### src/rtl/core/rtph_pkg.sv
// ----------------------------------------------------------------------------
// rtph_pkg
// Shared types and constants of the RTP H.264 depacketizer.
// ----------------------------------------------------------------------------
package rtph_pkg;

    // fixed RTP header length in bytes
    localparam int HEADER_BYTES = 12;

    // packet position counter saturates just past the FU-A header byte
    localparam int POS_BITS = $clog2(HEADER_BYTES + 3);
    typedef logic [POS_BITS-1:0] pos_t;

    localparam pos_t POS_PAYLOAD   = pos_t'(HEADER_BYTES);
    localparam pos_t POS_FU_HEADER = pos_t'(HEADER_BYTES + 1);
    localparam pos_t POS_MAX       = pos_t'(HEADER_BYTES + 2);

    // nal unit type codes
    localparam logic [4:0] TYPE_NONE        = 5'd0;
    localparam logic [4:0] TYPE_SINGLE_LAST = 5'd23;
    localparam logic [4:0] TYPE_FU_A        = 5'd28;

    // start code is three zero bytes and a one, then the nal header byte
    localparam int START_CODE_BYTES = 4;
    localparam int PHASE_BITS = $clog2(START_CODE_BYTES + 1);
    typedef logic [PHASE_BITS-1:0] phase_t;

    localparam phase_t PHASE_CODE_ONE = phase_t'(START_CODE_BYTES - 1);
    localparam phase_t PHASE_HEADER   = phase_t'(START_CODE_BYTES);
    localparam logic [7:0] CODE_ONE   = 8'h01;

    // packet parsing mode
    typedef enum logic [3:0] {
        MODE_HEADER = 4'b0001,
        MODE_SINGLE = 4'b0010,
        MODE_FU_A   = 4'b0100,
        MODE_DROP   = 4'b1000
    } mode_t;

    // results caused by one packet byte
    typedef struct packed {
        logic       start_code;   // start code precedes the data byte
        logic       drop;         // single drop result
        logic       eop;          // last result of the packet
        logic [7:0] data;         // stream byte
    } burst_t;

    // emitter status toward the input side
    typedef struct packed {
        logic busy;               // a burst is held
        logic done;               // its last result leaves this cycle
    } emit_status_t;

endpackage

### src/rtl/core/rtp_h264_depacketizer.sv
// ----------------------------------------------------------------------------
// rtp_h264_depacketizer
// RTP to H.264 Annex-B converter for single NAL unit and FU-A packets.
// ----------------------------------------------------------------------------
// Packet bytes enter one per cycle while s_axis_tready is high, with tlast
// on the final byte; the 12-byte RTP header is stripped and Annex-B bytes
// leave on the master stream. A byte that opens a NAL unit gives five words
// (00 00 00 01 and the NAL header) and holds the single output burst
// register, so the next byte waits until the last of them is taken.
// Unsupported types and short packets give one word with tuser[1] set and
// tdata zero at the packet's last byte. tuser[0] marks the first start-code
// byte of each NAL unit; tlast marks the last word a packet causes. There is
// no configuration.
module rtp_h264_depacketizer
(
    input  logic        clk,
    input  logic        rst_n,
    input  logic        s_axis_tvalid,
    output logic        s_axis_tready,
    input  logic [7:0]  s_axis_tdata,   // data_byte
    input  logic        s_axis_tlast,   // last_byte
    output logic        m_axis_tvalid,
    input  logic        m_axis_tready,
    output logic [7:0]  m_axis_tdata,   // out_byte
    output logic        m_axis_tlast,   // end_of_packet
    output logic [1:0]  m_axis_tuser    // unit_start, status
);

    rtph_pkg::burst_t       burst;
    rtph_pkg::emit_status_t emit_status;
    logic                   load;
    logic                   accept;

    // take a byte when the burst register is free or frees this cycle
    assign s_axis_tready = !emit_status.busy || emit_status.done;
    assign accept        = s_axis_tvalid && s_axis_tready;

    rtph_parser u_parser
    (
        .clk       (clk),
        .rst_n     (rst_n),
        .accept    (accept),
        .data_byte (s_axis_tdata),
        .last_byte (s_axis_tlast),
        .load      (load),
        .burst     (burst)
    );

    rtph_emitter u_emitter
    (
        .clk           (clk),
        .rst_n         (rst_n),
        .load          (load),
        .burst         (burst),
        .status        (emit_status),
        .m_axis_tvalid (m_axis_tvalid),
        .m_axis_tready (m_axis_tready),
        .m_axis_tdata  (m_axis_tdata),
        .m_axis_tlast  (m_axis_tlast),
        .m_axis_tuser  (m_axis_tuser)
    );

`ifndef SYNTHESIS
    // a start code begins with a zero byte and is never a drop word
    assert property (@(posedge clk) disable iff (!rst_n)
        m_axis_tvalid && m_axis_tuser[0] |-> m_axis_tdata == 8'h00 && !m_axis_tuser[1])
        else $error("unit start word malformed");

    // a drop word is zero and ends its packet
    assert property (@(posedge clk) disable iff (!rst_n)
        m_axis_tvalid && m_axis_tuser[1] |-> m_axis_tdata == 8'h00 && m_axis_tlast)
        else $error("drop word malformed");

    // no byte is taken while the held burst is stalled
    assert property (@(posedge clk) disable iff (!rst_n)
        m_axis_tvalid && !m_axis_tready |-> !s_axis_tready)
        else $error("input taken over a stalled burst");

    // a unit start word is followed by the rest of the start code
    assert property (@(posedge clk) disable iff (!rst_n)
        m_axis_tvalid && m_axis_tready && m_axis_tuser[0] |=>
            m_axis_tvalid && !m_axis_tuser[0] && !m_axis_tlast)
        else $error("start code cut short");
`endif

endmodule

### src/rtl/core/rtph_parser.sv
// ----------------------------------------------------------------------------
// rtph_parser
// Tracks the packet position and mode and turns each accepted byte into a
// burst of results.
// ----------------------------------------------------------------------------
module rtph_parser
(
    input  logic                clk,
    input  logic                rst_n,
    input  logic                accept,
    input  logic [7:0]          data_byte,
    input  logic                last_byte,
    output logic                load,
    output rtph_pkg::burst_t    burst
);

    rtph_pkg::mode_t mode_reg, mode_next;
    rtph_pkg::pos_t  pos_reg, pos_next;
    logic [2:0]      ind_reg, ind_next;
    logic [4:0]      nal_type;

    assign nal_type = data_byte[4:0];

    // decode one byte
    always_comb
    begin
        burst            = '0;
        burst.eop        = last_byte;
        burst.data       = data_byte;
        load             = 1'b0;
        mode_next        = mode_reg;
        ind_next         = ind_reg;
        unique case (mode_reg)
            rtph_pkg::MODE_HEADER:
            begin
                if (pos_reg < rtph_pkg::POS_PAYLOAD)
                begin
                    burst.drop = 1'b1;
                    load       = last_byte;
                end
                else if (nal_type != rtph_pkg::TYPE_NONE &&
                         nal_type <= rtph_pkg::TYPE_SINGLE_LAST)
                begin
                    burst.start_code = 1'b1;
                    load             = 1'b1;
                    mode_next        = rtph_pkg::MODE_SINGLE;
                end
                else if (nal_type == rtph_pkg::TYPE_FU_A)
                begin
                    burst.drop = 1'b1;
                    load       = last_byte;
                    ind_next   = data_byte[7:5];
                    mode_next  = rtph_pkg::MODE_FU_A;
                end
                else
                begin
                    burst.drop = 1'b1;
                    load       = last_byte;
                    mode_next  = rtph_pkg::MODE_DROP;
                end
            end
            rtph_pkg::MODE_SINGLE:
            begin
                load = 1'b1;
            end
            rtph_pkg::MODE_FU_A:
            begin
                if (pos_reg == rtph_pkg::POS_FU_HEADER)
                begin
                    // rebuilt nal header on the start fragment only
                    burst.start_code = 1'b1;
                    burst.data       = {ind_reg, data_byte[4:0]};
                    load             = data_byte[7];
                end
                else
                begin
                    load = 1'b1;
                end
            end
            rtph_pkg::MODE_DROP:
            begin
                burst.drop = 1'b1;
                load       = last_byte;
            end
            default:
            begin
                load = 1'b0;
            end
        endcase
        load = load & accept;
        if (last_byte)
        begin
            mode_next = rtph_pkg::MODE_HEADER;
        end
    end

    // saturating byte position
    always_comb
    begin
        if (last_byte)
        begin
            pos_next = '0;
        end
        else if (pos_reg < rtph_pkg::POS_MAX)
        begin
            pos_next = pos_reg + 1'b1;
        end
        else
        begin
            pos_next = pos_reg;
        end
    end

    // parser state
    always_ff @(posedge clk or negedge rst_n)
    begin
        if (!rst_n)
        begin
            mode_reg <= rtph_pkg::MODE_HEADER;
            pos_reg  <= '0;
            ind_reg  <= '0;
        end
        else if (accept)
        begin
            mode_reg <= mode_next;
            pos_reg  <= pos_next;
            ind_reg  <= ind_next;
        end
    end

endmodule

### src/rtl/core/rtph_emitter.sv
// ----------------------------------------------------------------------------
// rtph_emitter
// Holds one burst and plays it out a word at a time on the output stream.
// ----------------------------------------------------------------------------
module rtph_emitter
(
    input  logic                    clk,
    input  logic                    rst_n,
    input  logic                    load,
    input  rtph_pkg::burst_t        burst,
    output rtph_pkg::emit_status_t  status,
    output logic                    m_axis_tvalid,
    input  logic                    m_axis_tready,
    output logic [7:0]              m_axis_tdata,   // out_byte
    output logic                    m_axis_tlast,   // end_of_packet
    output logic [1:0]              m_axis_tuser    // unit_start, status
);

    rtph_pkg::burst_t burst_reg;
    rtph_pkg::phase_t phase_reg, phase_next;
    logic             valid_reg, valid_next;
    logic             last_phase;
    logic             fire;

    assign last_phase = !burst_reg.start_code || (phase_reg == rtph_pkg::PHASE_HEADER);
    assign fire       = valid_reg && m_axis_tready;

    assign status.busy = valid_reg;
    assign status.done = fire && last_phase;

    // output word from the held burst
    always_comb
    begin
        if (burst_reg.start_code && phase_reg < rtph_pkg::PHASE_CODE_ONE)
        begin
            m_axis_tdata = 8'h00;
        end
        else if (burst_reg.start_code && phase_reg == rtph_pkg::PHASE_CODE_ONE)
        begin
            m_axis_tdata = rtph_pkg::CODE_ONE;
        end
        else if (burst_reg.drop)
        begin
            m_axis_tdata = 8'h00;
        end
        else
        begin
            m_axis_tdata = burst_reg.data;
        end
    end

    assign m_axis_tvalid   = valid_reg;
    assign m_axis_tlast    = burst_reg.eop && last_phase;
    assign m_axis_tuser[0] = burst_reg.start_code && (phase_reg == '0);
    assign m_axis_tuser[1] = burst_reg.drop;

    // phase and valid sequencing
    always_comb
    begin
        valid_next = valid_reg;
        phase_next = phase_reg;
        if (load)
        begin
            valid_next = 1'b1;
            phase_next = '0;
        end
        else if (status.done)
        begin
            valid_next = 1'b0;
            phase_next = '0;
        end
        else if (fire)
        begin
            phase_next = phase_reg + 1'b1;
        end
    end

    // control registers
    always_ff @(posedge clk or negedge rst_n)
    begin
        if (!rst_n)
        begin
            valid_reg <= 1'b0;
            phase_reg <= '0;
        end
        else
        begin
            valid_reg <= valid_next;
            phase_reg <= phase_next;
        end
    end

    // burst payload
    always_ff @(posedge clk)
    begin
        if (load)
        begin
            burst_reg <= burst;
        end
    end

endmodule
### config.mk
export PLATFORM = sky130hd
export DESIGN_NAME = rtp_h264_depacketizer
export DESIGN_NICKNAME = d
export VERILOG_FILES = /design/src/rtl/core/rtph_pkg.sv /design/src/rtl/core/rtp_h264_depacketizer.sv /design/src/rtl/core/rtph_parser.sv /design/src/rtl/core/rtph_emitter.sv
export SDC_FILE = /design/constraint.sdc
export NUM_CORES = 1
export LEC_CHECK = 0
export ABC_AREA = 1
export BUFFER_PORTS_ARGS = -buffer_cell sky130_fd_sc_hd__buf_2
export CORE_MARGIN = 4
export CORE_UTILIZATION = 54
export CTS_CLUSTER_DIAMETER = 150
export DETAILED_ROUTE_END_ITERATION = 7
export MAX_ROUTING_LAYER = met4
export PLACE_DENSITY = 0.8
export SYNTH_ARGS = -nofsm -noshare
export SYNTH_HDL_FRONTEND = slang
export SYNTH_SLANG_ARGS = --single-unit
### constraint.sdc
create_clock -name clk -period 2.1 [get_ports clk]
set_input_delay 0.21 -clock clk [delete_from_list [all_inputs] [get_ports clk]]
set_output_delay 0.21 -clock clk [all_outputs]
set_load 0.005 [all_outputs]
==> impl_metrics.tcl <==
set metrics [dict create \
    via_per_inst 5.19 \
    grt_pass1_vias 1073 \
    fin_util_pct 65.7 \
    antennaDiodeCount 0 \
    fillers 211 \
    root_buffer "clkbuf_4" \
    dp_hpwl_um 2170 \
    rsz0062_at_grt "false" \
    wirelength_um 2720 \
    postCtsSetupBuffers 0 \
    dieArea_um2 3440 \
    cts_sinks 26 \
    io_pins 26 \
    finClkSkew_ps 11.1 \
    mostFrequentLayoutCell "nand2_1" \
    wl_met1_um 1190 \
    fin_tns_setup_ps 0 \
    fin_cells 227 \
    hold_class "input pin to flop" \
    yosysSeqAreaShare_pct 51.0 \
    yosysTopAreaCellShare_pct 25.3 \
    pre_cts_ws_ps 170 \
    crit_type "flop to output pin" \
    drv_slew 0 \
    die_h_um 58.6 \
    maxCapViolCount 0 \
    drt_iter0_drc 31 \
    synth_cell_types 23 \
    cp.required_ps 1890 \
    area_growth_pct 16.5 \
    max_stage_delay_ps 450 \
    globalplace.congestion 0.912 \
    wl_met2_um 1330 \
    cts_buffer_depth 2 \
    grt_max_degree 16 \
    outcome "finished, final reports clean" \
    period_needed_ps 1870 \
    netlist_area_um2 1390 \
    layout-drive-gt1-share_pct 22.8 \
    syn_inst 167 \
    cts_tree "done" \
    grt_overflow_total 0 \
    setup_slack_ps 233 \
    portBuffers 25 \
    clk_pin_slew_ps 150 \
    setup_viol_count_final 0 \
    largest_register_ffs 10 \
    top_layer "met4" \
    firstDrtPassIters 4 \
    cp_max_fo 7 \
    synthTopCellsByArea "dfrtp_1, edfxtp_1, nand2_1" \
    core_area_um2 2450 \
    drc 0 \
    end_kind "output pin" \
    nets 216 \
    vias 1178 \
    regArea_um2 707 \
    postRouteAntennaNets 0 \
    synth-seq-cells 26 \
    syn_area_per_cell_um2 8.29 \
    total_leakage_power_nw 0.837 \
    multi_input_area_um2 588 \
    antenna_found_initial 0 \
    chipWidth_um 58.6 \
    wl_per_cell_um 12.0 \
    dp_cells 222 \
    insertion_delay_ps 330 \
    vdd_drop_max_uv 897 \
    slew_headroom_pct 76.4 \
    grt_pass1_wl_um 4560 \
    netlist.top_cell.by_area "dfrtp_1" \
    wl_met3_um 178 \
    pwr_density_cell_nw_per_um2 1030 \
    power.total_mw 1.66 \
    arrival_ps 1660 \
    start_util_pct 56.4 \
    fmax_ghz 0.536 \
    ys_warn_count 0 \
    min_period_over_period_pct 88.9 \
    num_rows 18 \
    cts_buffers 3 \
    syn_nets 185 \
    crit_path_start_kind "flop" \
    path_cells "ha_1, ha_1, nand2_1, nand2_1, nor2_1, buf_2" \
    hold_viol 0 \
    final_cell_mix "nand2_1, buf_2, nor2_1" \
    critPathSlowestCell "dfrtp_1" \
    h-tree-depth 1 \
    grt_use_total_pct 17.5 \
    tightest_slew_ps 354 \
]
## critical path, delay by kind of cell (launching register included)
family | cells | cell delay (ps)
simple gates | 3 | 370
fa+ha+maj | 2 | 390
buf+inv | 1 | 120
flops | 1 | 450
## synthesized netlist by cell type, drive strengths merged
cell type / instances
nand3: 15
o21ai: 13
ha: 5
or2: 3
nand4: 3
nor3: 1
a21boi: 1
inv: 22
xor2: 1
edfxtp: 11
nand2: 50
dfstp: 1
buf: 1
a21oi: 4
and2: 1
dfrtp: 14
nor2: 21
## report_power, final
part | internal [mW] | switching, mW
registers | 0.666 | 0.111
clock network | 0.193 | 0.152
logic | 0.213 | 0.323
## cell type report
cell class	count	share of cell area [%]
clock buffer	3	1.40
timing repair buffer	27	8.84
tap	30	2.33
inverter	22	5.35
multi-input combinational	118	36.4
clock inverter	1	1.86
sequential	26	43.8
## stage by stage
stage / hold WS, ps / instance area, um2
after global placement: 131 / 1550
after detailed placement: 137 / 1550
after floorplan: -85.6 / 1390
after global routing: 57.5 / 1610
after CTS: 65.1 / 1610
final: 61.4 / 1610
## repair_timing
| item | CTS | global route |
|---|---|---|
| hold endpoints to repair | 14 | 0 |
| endpoints found under the setup margin | 0 | 5 |
| hold buffers | 1 | 0 |
| gates resized for setup | 0 | 1 |
## kinds of logic after synthesis
| family | share of synthesized area [%] |
|---|---|
| simple gates | 29.3 |
| flops | 51.0 |
| buf+inv | 6.50 |
| compound gates | 8.04 |
| fa+ha+maj | 4.52 |
| xor+xnor | 0.632 |
## per-layer routing
layer,global-route usage [%],vias up
met5,-,-
met4,5.50,0
met3,2.63,4
met2,29.3,41
met1,21.9,535
li1,-,598
## final timing paths
check	slack [ps]	start	cells past startpoint	to
setup / recovery	230	u_emitter.phase_reg[1]$_DFFE_PN0P_	6	m_axis_tdata[6]
hold / removal	60	s_axis_tdata[1]	1	u_emitter.burst_reg[1]$_DFFE_PP_
setup reg to reg	240	u_parser.mode_reg[2]$_DFFE_PN0P_	7	u_emitter.m_axis_tuser[1]$_DFFE_PP_
hold reg to reg	510	u_parser.mode_reg[0]$_DFFE_PN1P_	2	u_parser.mode_reg[0]$_DFFE_PN1P_
max in group asynchronous	1490	rst_n	2	u_parser.mode_reg[0]$_DFFE_PN1P_
min in group asynchronous	290	rst_n	2	u_parser.pos_reg[0]$_DFFE_PN0P_
(Power assumes the default switching activity.)
